$ cat src/rtl/mdio_mm_pkg.sv
// ----------------------------------------------------------------------------
// MDIO management master package
// Frame constants and the per-period line status shared by the master files.
// ----------------------------------------------------------------------------
package mdio_mm_pkg;

  localparam int unsigned HeaderBits    = 32;
  localparam int unsigned PosWidth      = 6;
  localparam int unsigned DataWidth     = 16;
  localparam int unsigned AddrWidth     = 5;

  localparam logic [PosWidth-1:0] MaxPreamble   = 6'd32;
  localparam logic [PosWidth-1:0] PreambleReset = 6'd32;
  localparam logic [PosWidth-1:0] PreambleBase  = 6'd31;

  // clause 22 field codes
  localparam logic [1:0] StartCode  = 2'b01;
  localparam logic [1:0] OpRead     = 2'b10;
  localparam logic [1:0] OpWrite    = 2'b01;
  localparam logic [1:0] TaWrite    = 2'b10;
  localparam logic [1:0] TaRead     = 2'b00;

  // header bit index from which a read frame releases the line / samples data
  localparam logic [4:0] ReleaseIdx = 5'd14;
  localparam logic [4:0] SampleIdx  = 5'd16;
  localparam logic [4:0] LastIdx    = 5'd31;

  localparam logic ModeRead  = 1'b0;
  localparam logic ModeWrite = 1'b1;

  typedef struct packed {
    logic mdio_out;
    logic mdio_drive;
    logic busy;
    logic done;
  } line_t;

endpackage

$ cat src/rtl/mdio_mm_core.sv
// ----------------------------------------------------------------------------
// MDIO management master frame core
// Frame state and the per-period bit logic: one MDC period per step.
// ----------------------------------------------------------------------------
module mdio_mm_core (
  input  logic                                    clk_i,
  input  logic                                    rst_ni,
  input  logic                                    step_i,
  input  logic [mdio_mm_pkg::PosWidth-1:0]        preamble_length_i,
  input  logic                                    start_req_i,
  input  logic                                    mode_i,
  input  logic [mdio_mm_pkg::AddrWidth-1:0]       phy_addr_i,
  input  logic [mdio_mm_pkg::AddrWidth-1:0]       reg_addr_i,
  input  logic [mdio_mm_pkg::DataWidth-1:0]       write_data_i,
  input  logic                                    mdio_in_i,
  output mdio_mm_pkg::line_t                      line_o,
  output logic [mdio_mm_pkg::DataWidth-1:0]       read_data_o
);

  logic [mdio_mm_pkg::PosWidth-1:0]   pos_q, pos_d, pos_s;
  logic                               active_q, active_d, active_s;
  logic                               is_read_q, is_read_s;
  logic [mdio_mm_pkg::HeaderBits-1:0] hdr_q, hdr_s, hdr_new;
  logic [mdio_mm_pkg::DataWidth-1:0]  cap_q, cap_d, cap_s;
  logic [mdio_mm_pkg::PosWidth-1:0]   pre;
  logic                               start;
  logic [4:0]                         idx;
  mdio_mm_pkg::line_t                 line;

  assign start = !active_q && start_req_i;
  assign pre   = (preamble_length_i > mdio_mm_pkg::MaxPreamble) ?
                 mdio_mm_pkg::MaxPreamble : preamble_length_i;

  assign hdr_new = {mdio_mm_pkg::StartCode,
                    (mode_i == mdio_mm_pkg::ModeWrite) ? mdio_mm_pkg::OpWrite
                                                       : mdio_mm_pkg::OpRead,
                    phy_addr_i, reg_addr_i,
                    (mode_i == mdio_mm_pkg::ModeWrite) ? mdio_mm_pkg::TaWrite
                                                       : mdio_mm_pkg::TaRead,
                    (mode_i == mdio_mm_pkg::ModeWrite) ? write_data_i
                                                       : {mdio_mm_pkg::DataWidth{1'b0}}};

  always_comb begin
    pos_s     = pos_q;
    hdr_s     = hdr_q;
    is_read_s = is_read_q;
    cap_s     = cap_q;
    if (start) begin
      hdr_s     = hdr_new;
      is_read_s = (mode_i == mdio_mm_pkg::ModeRead);
      pos_s     = (pre != '0) ? mdio_mm_pkg::PreambleBase + pre : '0;
      if (mode_i == mdio_mm_pkg::ModeRead) begin
        cap_s = '0;
      end
    end
    active_s = active_q || start;

    idx      = pos_s[4:0];
    line     = '0;
    pos_d    = pos_s;
    active_d = active_s;
    cap_d    = cap_s;
    if (active_s) begin
      line.busy = 1'b1;
      if (pos_s[mdio_mm_pkg::PosWidth-1]) begin
        line.mdio_out   = 1'b1;
        line.mdio_drive = 1'b1;
        pos_d = (pos_s == mdio_mm_pkg::MaxPreamble) ? '0 : pos_s - 1'b1;
      end else begin
        if (!(is_read_s && idx >= mdio_mm_pkg::ReleaseIdx)) begin
          line.mdio_out   = hdr_s[mdio_mm_pkg::LastIdx - idx];
          line.mdio_drive = 1'b1;
        end
        if (is_read_s && idx >= mdio_mm_pkg::SampleIdx) begin
          cap_d = {cap_s[mdio_mm_pkg::DataWidth-2:0], mdio_in_i};
        end
        if (idx == mdio_mm_pkg::LastIdx) begin
          line.done = 1'b1;
          active_d  = 1'b0;
          pos_d     = '0;
        end else begin
          pos_d = {1'b0, idx + 5'd1};
        end
      end
    end
  end

  always_ff @(posedge clk_i or negedge rst_ni) begin
    if (!rst_ni) begin
      pos_q     <= '0;
      active_q  <= 1'b0;
      is_read_q <= 1'b0;
      hdr_q     <= '0;
      cap_q     <= '0;
    end else if (step_i) begin
      pos_q     <= pos_d;
      active_q  <= active_d;
      is_read_q <= is_read_s;
      hdr_q     <= hdr_s;
      cap_q     <= cap_d;
    end
  end

  assign line_o      = line;
  assign read_data_o = cap_d;

  a_done_busy: assert property (@(posedge clk_i) disable iff (!rst_ni)
    line.done |-> line.busy) else $error("done outside a frame");

  a_released_low: assert property (@(posedge clk_i) disable iff (!rst_ni)
    !line.mdio_drive |-> !line.mdio_out) else $error("released line not low");

  a_done_ends: assert property (@(posedge clk_i) disable iff (!rst_ni)
    (step_i && line.done) |=> !active_q) else $error("frame active after done");

  a_preamble_ones: assert property (@(posedge clk_i) disable iff (!rst_ni)
    (active_q && pos_q[mdio_mm_pkg::PosWidth-1]) |-> (line.mdio_out && line.mdio_drive))
    else $error("preamble bit not a driven one");

endmodule

$ cat src/rtl/mdio_management_master.sv
// ----------------------------------------------------------------------------
// MDIO management master (clause 22)
// Frame generator driven one MDC period per input transfer.
// ----------------------------------------------------------------------------
// Each input transfer is one MDC period: a start request (taken only while no
// frame runs) with mode, addresses and write data, plus the sampled line level.
// Each input transfer gives exactly one output transfer with the driven level,
// the drive enable, busy, done (last period of a frame) and the read register.
// A frame lasts preamble_length + 32 periods, with preamble_length above 32
// counted as 32; it is written on cfg_we_i / cfg_wdata_i and is sampled when
// a frame starts.
// The output transfer is registered. One transfer is taken every cycle unless
// in_stall_o is raised; the frame state and the per-period bit logic sit
// between the input and the output register.
// When the receiver stalls, the output register holds its transfer and
// in_stall_o is raised, so no new period is taken until it drains.
// Reset clears the frame state and the read register, empties the output
// register and sets preamble_length to 32.
// ----------------------------------------------------------------------------
module mdio_management_master (
  input  logic                                    clk_i,
  input  logic                                    rst_ni,
  input  logic                                    cfg_we_i,
  input  logic [mdio_mm_pkg::PosWidth-1:0]        cfg_wdata_i,
  input  logic                                    in_valid_i,
  output logic                                    in_stall_o,
  input  logic                                    start_req_i,
  input  logic                                    mode_i,
  input  logic [mdio_mm_pkg::AddrWidth-1:0]       phy_addr_i,
  input  logic [mdio_mm_pkg::AddrWidth-1:0]       reg_addr_i,
  input  logic [mdio_mm_pkg::DataWidth-1:0]       write_data_i,
  input  logic                                    mdio_in_i,
  output logic                                    out_valid_o,
  input  logic                                    out_stall_i,
  output logic                                    mdio_out_o,
  output logic                                    mdio_drive_o,
  output logic                                    busy_res_o,
  output logic                                    done_res_o,
  output logic [mdio_mm_pkg::DataWidth-1:0]       read_data_o
);

  logic [mdio_mm_pkg::PosWidth-1:0]  pre_len_q;
  logic                              out_valid_q, out_valid_d;
  mdio_mm_pkg::line_t                line, line_q;
  logic [mdio_mm_pkg::DataWidth-1:0] rdata, rdata_q;
  logic                              accept;

  assign in_stall_o = out_valid_q && out_stall_i;
  assign accept     = in_valid_i && !in_stall_o;

  always_ff @(posedge clk_i or negedge rst_ni) begin
    if (!rst_ni) begin
      pre_len_q <= mdio_mm_pkg::PreambleReset;
    end else if (cfg_we_i) begin
      pre_len_q <= cfg_wdata_i;
    end
  end

  mdio_mm_core u_core (
    .clk_i             (clk_i),
    .rst_ni            (rst_ni),
    .step_i            (accept),
    .preamble_length_i (pre_len_q),
    .start_req_i       (start_req_i),
    .mode_i            (mode_i),
    .phy_addr_i        (phy_addr_i),
    .reg_addr_i        (reg_addr_i),
    .write_data_i      (write_data_i),
    .mdio_in_i         (mdio_in_i),
    .line_o            (line),
    .read_data_o       (rdata)
  );

  always_comb begin
    out_valid_d = out_valid_q;
    if (accept) begin
      out_valid_d = 1'b1;
    end else if (!out_stall_i) begin
      out_valid_d = 1'b0;
    end
  end

  always_ff @(posedge clk_i or negedge rst_ni) begin
    if (!rst_ni) begin
      out_valid_q <= 1'b0;
    end else begin
      out_valid_q <= out_valid_d;
    end
  end

  always_ff @(posedge clk_i) begin
    if (accept) begin
      line_q  <= line;
      rdata_q <= rdata;
    end
  end

  assign out_valid_o  = out_valid_q;
  assign mdio_out_o   = line_q.mdio_out;
  assign mdio_drive_o = line_q.mdio_drive;
  assign busy_res_o   = line_q.busy;
  assign done_res_o   = line_q.done;
  assign read_data_o  = rdata_q;

  a_no_overwrite: assert property (@(posedge clk_i) disable iff (!rst_ni)
    (out_valid_q && out_stall_i) |-> !accept) else $error("held transfer overwritten");

  a_accept_shows: assert property (@(posedge clk_i) disable iff (!rst_ni)
    accept |=> out_valid_q) else $error("accepted period gave no transfer");

  a_cfg_kept: assert property (@(posedge clk_i) disable iff (!rst_ni)
    !$past(cfg_we_i) |-> $stable(pre_len_q)) else $error("preamble length changed");

endmodule

$ cat config.mk
export PLATFORM = sky130hd
export DESIGN_NAME = mdio_management_master
export DESIGN_NICKNAME = d
export VERILOG_FILES = /design/src/rtl/mdio_mm_pkg.sv /design/src/rtl/mdio_mm_core.sv /design/src/rtl/mdio_management_master.sv
export SDC_FILE = /design/constraint.sdc
export NUM_CORES = 1
export LEC_CHECK = 0
export ABC_AREA = 1
export BUFFER_PORTS_ARGS = -buffer_cell sky130_fd_sc_hd__buf_2
export CELL_PAD_IN_SITES_DETAIL_PLACEMENT = 0
export CELL_PAD_IN_SITES_GLOBAL_PLACEMENT = 2
export CORE_ASPECT_RATIO = 1.25
export CORE_MARGIN = 1
export CORE_UTILIZATION = 34
export DETAILED_ROUTE_END_ITERATION = 10
export PLACE_DENSITY = 0.82
export SYNTH_ARGS = -nofsm -noshare
export SYNTH_HDL_FRONTEND = slang
export SYNTH_SLANG_ARGS = --single-unit
$ cat constraint.sdc
create_clock -name clk_i -period 3.95 [get_ports clk_i]
set_input_delay 0.1975 -clock clk_i [delete_from_list [all_inputs] [get_ports clk_i]]
set_output_delay 0.1975 -clock clk_i [all_outputs]
set_load 0.02 [all_outputs]
=== Word level (Yosys, flattened, before mapping) ===
Index checks and enable logic that the tools add are counted.
Widths: inputs -> output; s select.

* Magnitude comparators: 4
* Muxes and demuxes: 29
* Equal/unequal tests: 3
* Add/sub/neg operators: 4
* Reduce and logical (&&, ||, !) cells: 10
* Bitwise logic cells: 2

{| class="wikitable"
|+ Operators by type and width
! kind !! number
|-
| $mux 16 || 6
|-
| $mux 6 || 6
|-
| $mux 32 || 1
|-
| $mux 2 || 5
|-
| $mux 1 || 9
|-
| $add 5x6->6 const A || 1
|-
| $eq 6x6->1 const B || 1
|-
| $gt 6x6->1 const B || 1
|-
| $lt 5x6->1 const B || 1
|-
| $reduce_bool 6->1 || 1
|-
| $sub 6x1->6 const B || 1
|-
| $add 5x1->5 const B || 1
|-
| $bmux 1 s5 || 1
|-
| $eq 5x5->1 const B || 1
|-
| $ge 5x4->1 const B || 1
|-
| $ge 5x5->1 const B || 1
|-
| $logic_and 1x1->1 || 5
|-
| $mux 5 || 1
|-
| $sub 5x5->5 const A || 1
|-
| $logic_not 1->1 || 2
|-
| $ne 2x1->1 const B || 1
|-
| $not 1->1 || 2
|-
| $reduce_or 2->1 || 1
|-
| $logic_or 1x1->1 || 1
|}

* Output and inout port bits: 22
* Word-level logic and storage cells: 64
* Input port bits: 40
* Register bits: 83

=== Depth between registers and ports, before layout ===
Gate-level depths: netlist of the first run.

* Word-level depth: 10
* Mapped depth: 21
* Gate-level depth less buffers: 21

=== Hierarchy ===
From an unflattened synthesis of the first run, not the netlist that was laid out.

* Cells, all modules: 578
* Area total of the unflattened synthesis: 4,648.2 µm²

{| class="wikitable"
|+ Modules (own cells, without submodules)
! module !! area an instance (µm²) !! seq. area each (µm²) !! instances !! cells each
|-
| mdio_mm_core || 3,779.9 || 1,401.3 || 1 || 527
|-
| mdio_management_master || 868.3 || 777.0 || 1 || 51
|}

=== Least setup slack after synthesis of the first run ===
Ideal clock, no wire load.

* Path kind: register to register
* Start point: reg pre_len_q[3] (netlist name)
* End point: reg u_core.pos_q[0] (netlist name)
* Clock period less this slack: 2.748 ns
* Setup slack: 1.202 ns
* Buffers on the path: 1
* Data required time: 3.787 ns
* Stages on the path, launching flop included: 21
* Setup time: 0.163 ns
* Data arrival time: 2.585 ns
* Cell sequence: dfrtp_1 -> nor2_1 -> nand3_2 -> nand2_1 -> nand2_1 -> ha_1 -> nand3_2 -> inv_2 -> nand2_2 -> nand2_2 -> o22ai_1 -> buf_4 -> ha_1 -> nand2_1 -> nor2_1 -> ha_1 -> inv_1 -> o21ai_0 -> inv_1 -> a21oi_1 -> o22ai_1

* Longest elaborated chain between the ends: 9
* Elaborated cells between the ends (all ways): 14
* Classes of those cells: add/sub (3); order compare (1); eq/ne (2); mux (7); reduce/logical (1)

{| class="wikitable"
|+ RTL lines
! what !! line !! RTL
|-
| from (decl) || mdio_management_master.sv:42 || <nowiki>logic [mdio_mm_pkg::PosWidth-1:0] pre_len_q;</nowiki>
|-
| from (signal assigned) || mdio_management_master.sv:53 || <nowiki>pre_len_q <= mdio_mm_pkg::PreambleReset;</nowiki>
|-
| from (signal assigned) || mdio_management_master.sv:55 || <nowiki>pre_len_q <= cfg_wdata_i;</nowiki>
|-
| $gt 6x6->1 || mdio_mm_core.sv:31 || <nowiki>assign pre = (preamble_length_i > mdio_mm_pkg::MaxPreamble) ?</nowiki>
|-
| $mux 6 * || mdio_mm_core.sv:31 ||
|-
| $add 5x6->6 / $reduce_bool 6->1 (equally long branches) || mdio_mm_core.sv:51 || <nowiki>pos_s = (pre != '0) ? mdio_mm_pkg::PreambleBase + pre : '0;</nowiki>
|-
| $mux 6 * || mdio_mm_core.sv:51 ||
|-
| $mux 6 * || mdio_mm_core.sv:48 || <nowiki>if (start) begin</nowiki>
|-
| $sub 6x1->6 (tied with other cells) || mdio_mm_core.sv:68 || <nowiki>pos_d = (pos_s == mdio_mm_pkg::MaxPreamble) ? '0 : pos_s - 1'b1;</nowiki>
|-
| $mux 6 / $mux 5 (equally long branches) || mdio_mm_core.sv:68, mdio_mm_core.sv:77 ||
|-
| $mux 6 || mdio_mm_core.sv:65 || <nowiki>if (pos_s[mdio_mm_pkg::PosWidth-1]) begin</nowiki>
|-
| $mux 6 * || mdio_mm_core.sv:63 || <nowiki>if (active_s) begin</nowiki>
|-
| to (signal assigned) || mdio_mm_core.sv:96 || <nowiki>pos_q <= pos_d;</nowiki>
|-
| to (decl) || mdio_mm_core.sv:20 || <nowiki>logic [mdio_mm_pkg::PosWidth-1:0] pos_q, pos_d, pos_s;</nowiki>
|}

Every way passes the cells marked *; elsewhere a longest branch is shown, timed or not.
A chain may end at the register's enable or synchronous reset.

=== Worst setup path after layout of the first run ===
Ends and elaborated chain as after synthesis.

==> results by group, run 1 <==
Outcome
  – Outcome: finished, final reports clean

Synth
  – Syn avg cell area: 8.219 sq um
  – Unique masters post-synth: 38
  – Synthesized area: 0.004479 sq mm
  – Post-synth EDFFs: 20
  – Synth Register Bits: 83
  – Gate Count Post-Synth: 545
  – FFs w/ async S/R, synth: between 70 and 80%
  – Synthesis Warnings: 0
  – Ys flop type: dfrtp_1
  – Register area share after synthesis: 48.63%
  – Post-Syn Nets: just under 600

Pwr
  – Largest vdd supply drop: approximately 250 uV
  – PD cells: 622.7 mW/mm^2
  – P_leak: 2.398 nW

Clock network
  – H-tree level count: 3
  – Max Buffers Root-to-Sink: 2
  – Worst skew pair latency: 340 ps
  – Clk slew on worst S/H paths: roughly 60 ps
  – CTS buffer count: 9
  – # resized after CTS: 0
  – CTS sink cnt: 83
  – Postcts setup bufs: 0
  – CTS tree: done
  – Root Driver: clkbuf_16
  – CTS Hold Buffers Added: 0

Setup path
  – Startpoint Class: register
  – CP arrival: 3190 ps
  – Critical path class: reg -> reg
  – CP Max Fanout: 13
  – Worst setup EP type: register
  – Required @ worst endpoint: 4140 ps

Place
  – PortBufs: 61
  – Final RePlAce weighted congestion: between 0.7 and 0.8
  – Post-DP HPWL: roughly 7 mm

STA
  – Fin. Hold Viols: 0
  – Least-Margin Pin Slew: 1014 ps
  – RSZ-0062 raised after global routing: no
  – Fmax: roughly 330 MHz
  – Min Tclk post-route: between 3000 and 4000 ps
  – Fin Setup TNS: 0 ps
  – Final slew viol count: 0
  – Post-Route Skew: about 4.8 ps
  – Period utilization: between 70% and 80%
  – Setup-failing EPs final: 0
  – Rel. slew slack: 32.39%
  – Final hold slack: 31.86 ps

GRT
  – Vias in the first global route: 3,534
  – Global Route Usage Sum: 15.93%
  – Antenna violations before repair: 0
  – Pin count of the biggest net entering global routing: 81
  – First-pass GRT wire length: 17.23 mm
  – Grt ovf: 0

Floorplan
  – Die Area: 0.01364 sq mm
  – Die height: 130.3 um
  – Total core area: 0.01278 sq mm
  – Initial cell density of the core: 35.06%
  – Die width: 104.7 um
  – Top Ports: 62
  – Core Rows: 46

Finish
  – Share of cells above drive strength 1: 20.86%
  – Area of the multi-input gates: 0.001844 sq mm
  – Nets: 645
  – ANT cells: 0
  – Filler cells: 1,371
  – Register Area: roughly 0.0022 sq mm
  – Area Overhead vs Synth: 16.56%

Route
  – Vias per cell: 4.801
  – Remaining DRCs: 0
  – Routed length per instance: 13.11 um
  – ANT nets after route: 0
  – Routed WL: between 10 and 15 mm
  – Via count: between 3,000 and 4,000
  – First-iteration detailed-routing DRC count: 145
  – 1st-pass router iterations: 4

Flow run
  – Max cap viols: 0

Hold path
  – Type of the worst min-delay path: in -> async
## layout make-up
cell class,count,share of cell area [%]
clock buffer,10,4.577
clock inverter,6,1.390
inverter,87,6.254
multi-input combinational,351,35.32
sequential,83,41.72
tap,168,4.026
timing repair buffer,67,6.710
## power breakdown
group	leakage (nW)	switching (mW)	total, mW	internal (mW)
logic	1.26	0.769	1.18	0.410
registers	0.991	0.0693	1.20	1.13
clock network	0.150	0.363	0.877	0.514
## worst paths after layout
check | startpoint | endpoint | slack (ps) | cells past startpoint
max in group asynchronous | rst_ni | u_core.hdr_q[20] | 3040 | 2
hold / removal | rst_ni | pre_len_q[2] | 30 | 1
setup reg to reg | pre_len_q[3] | u_core.pos_q[0] | 950 | 20
hold reg to reg | u_core.hdr_q[30] | u_core.hdr_q[30] | 450 | 2
min in group clk_i | cfg_wdata_i[5] | pre_len_q[5] | 60 | 3
setup / recovery | pre_len_q[3] | u_core.pos_q[0] | 950 | 20
## per-layer routing
metal / up-vias / part of all wire [%] / global-route usage (%) / wire (um)
li1: 1897 / - / - / -
met1: 1741 / 46 / 19.79 / 4644
met2: 53 / 50 / 27.89 / 5048
met3: 15 / 2.7 / 2.847 / 271
met4: 0 / 1.6 / 5.717 / 160
met5: - / 0 / 0 / 0
## worst max-delay path: stages (launching register included)
cell and delay [ps]:
dfrtp_1 430, nor2_1 150, nand3_2 100, nand2_1 80
nand2_1 100, ha_1 210, nand3_2 70, inv_2 30
nand2_2 60, nand2_2 60, o22ai_1 120, buf_4 240
ha_1 190, nand2_1 80, nor2_1 130, ha_1 180
inv_1 70, o21ai_0 250, inv_1 70, a21oi_1 150
o22ai_1 80
## Yosys cell counts (2+ instances only)
master    count  share of area [%]
buf_2         7               0.78
dfrtp_1      62                 35
inv_1        79                6.6
nand4_1       3               0.42
a21oi_2       6                1.2
nor2_4        2               0.50
a22oi_1       9                1.5
clkbuf_1     12                1.0
nand3_2       3               0.67
o22ai_1      20                2.8
o21ai_1      10                1.1
inv_2         7               0.59
nand3_1      42                4.7
o21ai_2       7                1.4
a21oi_1       7               0.78
nor2_1       36                3.0
o21ai_0      63                7.0
xnor2_1       2               0.39
buf_4         2               0.34
nand2_1     109                9.1
xor2_1        4               0.78
mux2_2        3               0.75
edfxtp_1     20                 13
nor2_2        3               0.42
nand2_2       7               0.98
buf_6         2               0.50
ha_1          6                1.7
o211ai_1      2               0.34
## sequential cells by signal, indices dropped and copies added, names as in the netlist
name,cells
busy_res_o,1
done_res_o,1
mdio_drive_o,1
mdio_out_o,1
out_valid_o,1
pre_len_q,6
read_data_o,16
u_core.active_q,1
u_core.cap_q,16
u_core.hdr_q,32
u_core.is_read_q,1
u_core.pos_q,6
## cell families after synthesis
logic type	after synthesis	synth area share (%)
AO/OA/AOI/OAI	127	16.93
XOR/XNOR	6	1.173
adder cells (fa/ha/maj)	6	1.676
buffers and inverters	111	10.36
flip-flops	83	48.63
multiplexers	3	0.7541
AND/OR/NAND/NOR	209	20.47
## cell usage in the layout, fill, tap and decap left out, types with 9 or more instances in the layout
cell type and n:
inv_1 79, o21ai_0 63, o22ai_1 20, clkbuf_16 9, nand3_1 42, a22oi_1 9, dfrtp_1 62, nand2_1 109
edfxtp_1 20, buf_2 61, o21ai_1 10, nor2_1 35
## metrics by stage
step | total power, mW | setup slack, ps | area [sq um] | cells | utilization, %
after CTS | 3.297 | 985.5 | 5221 | 772 | 40.86
final | 3.251 | 949.3 | 5221 | 772 | 40.86
after global placement | 2.383 | 1055 | 4910 | 756 | 38.43
after detailed placement | 2.401 | 1015 | 4910 | 756 | 38.43
after floorplan | 2.129 | 1202 | 4479 | 545 | -
after global routing | 3.517 | 599.8 | 5221 | 772 | 40.86
(Power assumes the default switching activity.)
==> run 2: changes to the inputs <==
--- a/config.mk
+++ b/config.mk
@@ -5,15 +5,15 @@
 export SDC_FILE = /design/constraint.sdc
 export NUM_CORES = 1
 export LEC_CHECK = 0
-export ABC_AREA = 1
+export ABC_AREA = 0
 export BUFFER_PORTS_ARGS = -buffer_cell sky130_fd_sc_hd__buf_2
 export CELL_PAD_IN_SITES_DETAIL_PLACEMENT = 0
 export CELL_PAD_IN_SITES_GLOBAL_PLACEMENT = 2
 export CORE_ASPECT_RATIO = 1.25
 export CORE_MARGIN = 1
-export CORE_UTILIZATION = 34
+export CORE_UTILIZATION = 33
 export DETAILED_ROUTE_END_ITERATION = 10
-export PLACE_DENSITY = 0.82
+export PLACE_DENSITY = 0.8
 export SYNTH_ARGS = -nofsm -noshare
 export SYNTH_HDL_FRONTEND = slang
 export SYNTH_SLANG_ARGS = --single-unit
==> constraint.sdc (replaced) <==
create_clock -name clk_i -period 2.55 [get_ports clk_i]
set_input_delay 0.1275 -clock clk_i [delete_from_list [all_inputs] [get_ports clk_i]]
set_output_delay 0.1275 -clock clk_i [all_outputs]
set_load 0.02 [all_outputs]
==> results by group, run 2 <==
Outcome
  – Outcome: finished with violations
  – Violated checks: negative setup slack

Setup path
  – Required @ worst endpoint: 2650 ps
  – Critical R2R Launch: pre_len_q[5]
  – Startpoint Class: register
  – CP arrival: approximately 2900 ps
  – Cell mode on critical path: a32o_1
  – Slowest CP cell: dfstp_2
  – Crit-path cells: inv_6 > nand2_4 > ha_4 > or4b_4 > o21ai_4 > nor2_1 > or4_1 > a32o_1 > a32o_1
  – Reg2Reg Setup Slack: -270 ps
  – Worst setup path endpoint: mdio_out_o
  – Critical Path Max Stage Delay: 570 ps
  – Critical path class: reg -> reg
  – Worst setup EP type: register
  – Reg2Reg Capture Point: mdio_out_o
  – Reg2Reg Depth: 9
  – CP Max Fanout: 4
  – Setup crit start: pre_len_q[5]

Clock network
  – CTS sink cnt: 83
  – CTS buffer count: 9
  – H-tree level count: 3
  – Root Driver: clkbuf_16
  – Max Buffers Root-to-Sink: 2
  – CTS tree: done
  – Worst skew pair latency: 350 ps
  – Clk slew on worst S/H paths: around 60 ps

Pwr
  – Largest vdd supply drop: 349.4 uV
  – P_leak: approximately 2.7 nW
  – PD cells: about 1100 mW/mm^2

Hold path
  – Type of the worst min-delay path: in -> reg
  – Worst hold path depth: 3

Finish
  – Filler cells: 1,324
  – Register Area: around 0.0022 sq mm
  – Max reg flops: 32
  – Nets: about 630
  – Final core occ: 45.17%
  – Area of the multi-input gates: 0.002312 sq mm
  – Share of cells above drive strength 1: 35.21%
  – Area Overhead vs Synth: 33.43%
  – Largest register by flop count: u_core.hdr_q
  – ANT cells: 0
  – Most frequent cells in the layout: nand2_1 (82), buf_4 (64), dfrtp_1 (62), buf_2 (61), nor2_1 (39)
  – Most common cell after layout, fill and taps aside: nand2_1

GRT
  – Grt ovf: 0
  – Antenna violations before repair: 0
  – First-pass GRT wire length: 19.85 mm
  – Pin count of the biggest net entering global routing: 52
  – Global Route Usage Sum: 17.94%
  – Vias in the first global route: between 4,000 and 5,000

Route
  – ANT nets after route: 0
  – Via count: 3,881
  – 1st-pass router iterations: 5
  – Remaining DRCs: 0
  – Routed WL: around 12 mm
  – Vias per cell: 5.134
  – First-iteration detailed-routing DRC count: between 200 and 250
  – Routed length per instance: 15.86 um

STA
  – Fmax: 354.0 MHz
  – Final slew viol count: 0
  – Min Tclk post-route: 2825 ps
  – Fin. Hold Viols: 0
  – RSZ-0062 raised after global routing: yes
  – Least-Margin Pin Slew: approximately 760 ps
  – Final hold slack: approximately 10 ps
  – Period utilization: 110.8%
  – Setup-failing EPs final: 35
  – Final WS setup: -274.6 ps
  – Rel. slew slack: 49.00%
  – Post-Route Skew: 9.695 ps

Synth
  – Post-Syn Nets: between 500 and 600
  – Synth Register Bits: between 80 and 90
  – Xor/xnor share of the synthesized area: 0.5840%
  – Area share of fa/ha/maj cells after synthesis: under 10%
  – Most common library cells after synthesis: nand2_1 (86), dfrtp_1 (62), nor2_1 (43), o21ai_0 (32), mux2i_1 (22)
  – Synthesis Warnings: 0
  – Gate Count Post-Synth: 467
  – FFs w/ async S/R, synth: 75.90%
  – Register area share after synthesis: 48.41%
  – Synthesized area: approximately 0.0045 sq mm
  – Ys flop type: dfrtp_1
  – Post-synth EDFFs: 20
  – Syn avg cell area: 9.635 sq um
  – Mux cell area share after synthesis: 9.483%
  – Synth Area in Compound Gates: 18.33%
  – Unique masters post-synth: 64
  – Simple-Gate Fraction of Synth Area: 17.38%
  – Main combinational cell family by area after synthesis: compound AO/OA/AOI/OAI gates
  – Post-synth top area share: 34.48%
  – Largest cells by area after synthesis: dfrtp_1 (34%), edfxtp_1 (13%), nand2_1 (7.2%)
  – Leading area contributor after synthesis: dfrtp_1
  – Top-count cell post-synth: nand2_1

Floorplan
  – Top Ports: 62
  – Total core area: between 0.01 and 0.015 sq mm
  – Initial cell density of the core: 33.85%
  – Die width: 106.4 um
  – Core Rows: 47
  – Die Area: between 0.01 and 0.015 sq mm
  – Die height: between 100 and 150 um

Place
  – PortBufs: 61
  – Post-DP HPWL: 8.623 mm
  – Final RePlAce weighted congestion: 0.8345

Flow run
  – Max cap viols: 0
## run 2: logic make-up (layout without fill, tap and decap cells)
group,count (synthesis),after routing
xor gates and xnor gates,3,3
and+or+nand+nor,173,173
buffers and inverters,43,161
AOI/OAI and AO/OA,120,120
adders and majority gates,6,6
DFF,83,83
muxes,39,39
## run 2: area by class of cell
class	instances	area share, %
Multi-Input combinational cell	341	38.52
Sequential cell	83	36.29
Timing Repair Buffer	133	14.84
Clock buffer	9	3.752
Tap cell	171	3.564
Clock inverter	7	2.126
Inverter	12	0.9170
## run 2: worst min-delay path by stage
stage | startpoint | endpoint
finish | cfg_wdata_i[5] | pre_len_q[5]
CTS | cfg_wdata_i[0] | pre_len_q[0]
global route | cfg_wdata_i[0] | pre_len_q[0]
detailed placement | rst_ni | pre_len_q[3]
global placement | rst_ni | pre_len_q[3]
floorplan | rst_ni | out_valid_o
## run 2: per-layer routing
| layer | track usage [%] | routed length, um | vias up | part of all wire, % |
|---|---|---|---|---|
| li1 | - | - | 1914 | - |
| met1 | 21.96 | 5293 | 1888 | 44 |
| met2 | 31.49 | 6174 | 63 | 51 |
| met3 | 2.562 | 284 | 16 | 2.4 |
| met4 | 7.154 | 240 | 0 | 2.0 |
| met5 | 0 | 0 | - | 0 |
## run 2: through the flow
step | area [sq um] | worst slack, ps | power [mW] | cells | TNS, ps
floorplan | 4591 | -416.6 | 3.786 | 467 | -2100
global placement | 5444 | -231.7 | 4.798 | 728 | -1616
detailed placement | 5444 | -315.3 | 4.853 | 728 | -2617
CTS | 5948 | -256.8 | 6.598 | 754 | -5735
global route | 6003 | -361.9 | 7.032 | 756 | -8405
finish | 6003 | -274.6 | 6.626 | 756 | -3695
## run 2: report_power, final
group          total, mW  internal (mW)  switching [mW]
Combinational       3.09           1.48            1.60
Clock               1.56          0.975           0.588
Sequential          1.98           1.74           0.242
Total               6.63           4.20            2.43
## run 2: repair_timing
item,4_1_cts,5_1_grt
resized for setup,16,7
hold buffers,2,0
setup endpoints to repair,35,42
hold endpoints to repair,31,0
buffers inserted,8,2
pin swaps,13,7
## run 2: critical path, delay by kind of cell (launching register included)
family / cells / cell delay [ps]
AOI/OAI and AO/OA: 3 / 650
adders and majority gates: 1 / 140
buffers and inverters: 1 / 50
DFF: 1 / 570
and+or+nand+nor: 4 / 1170
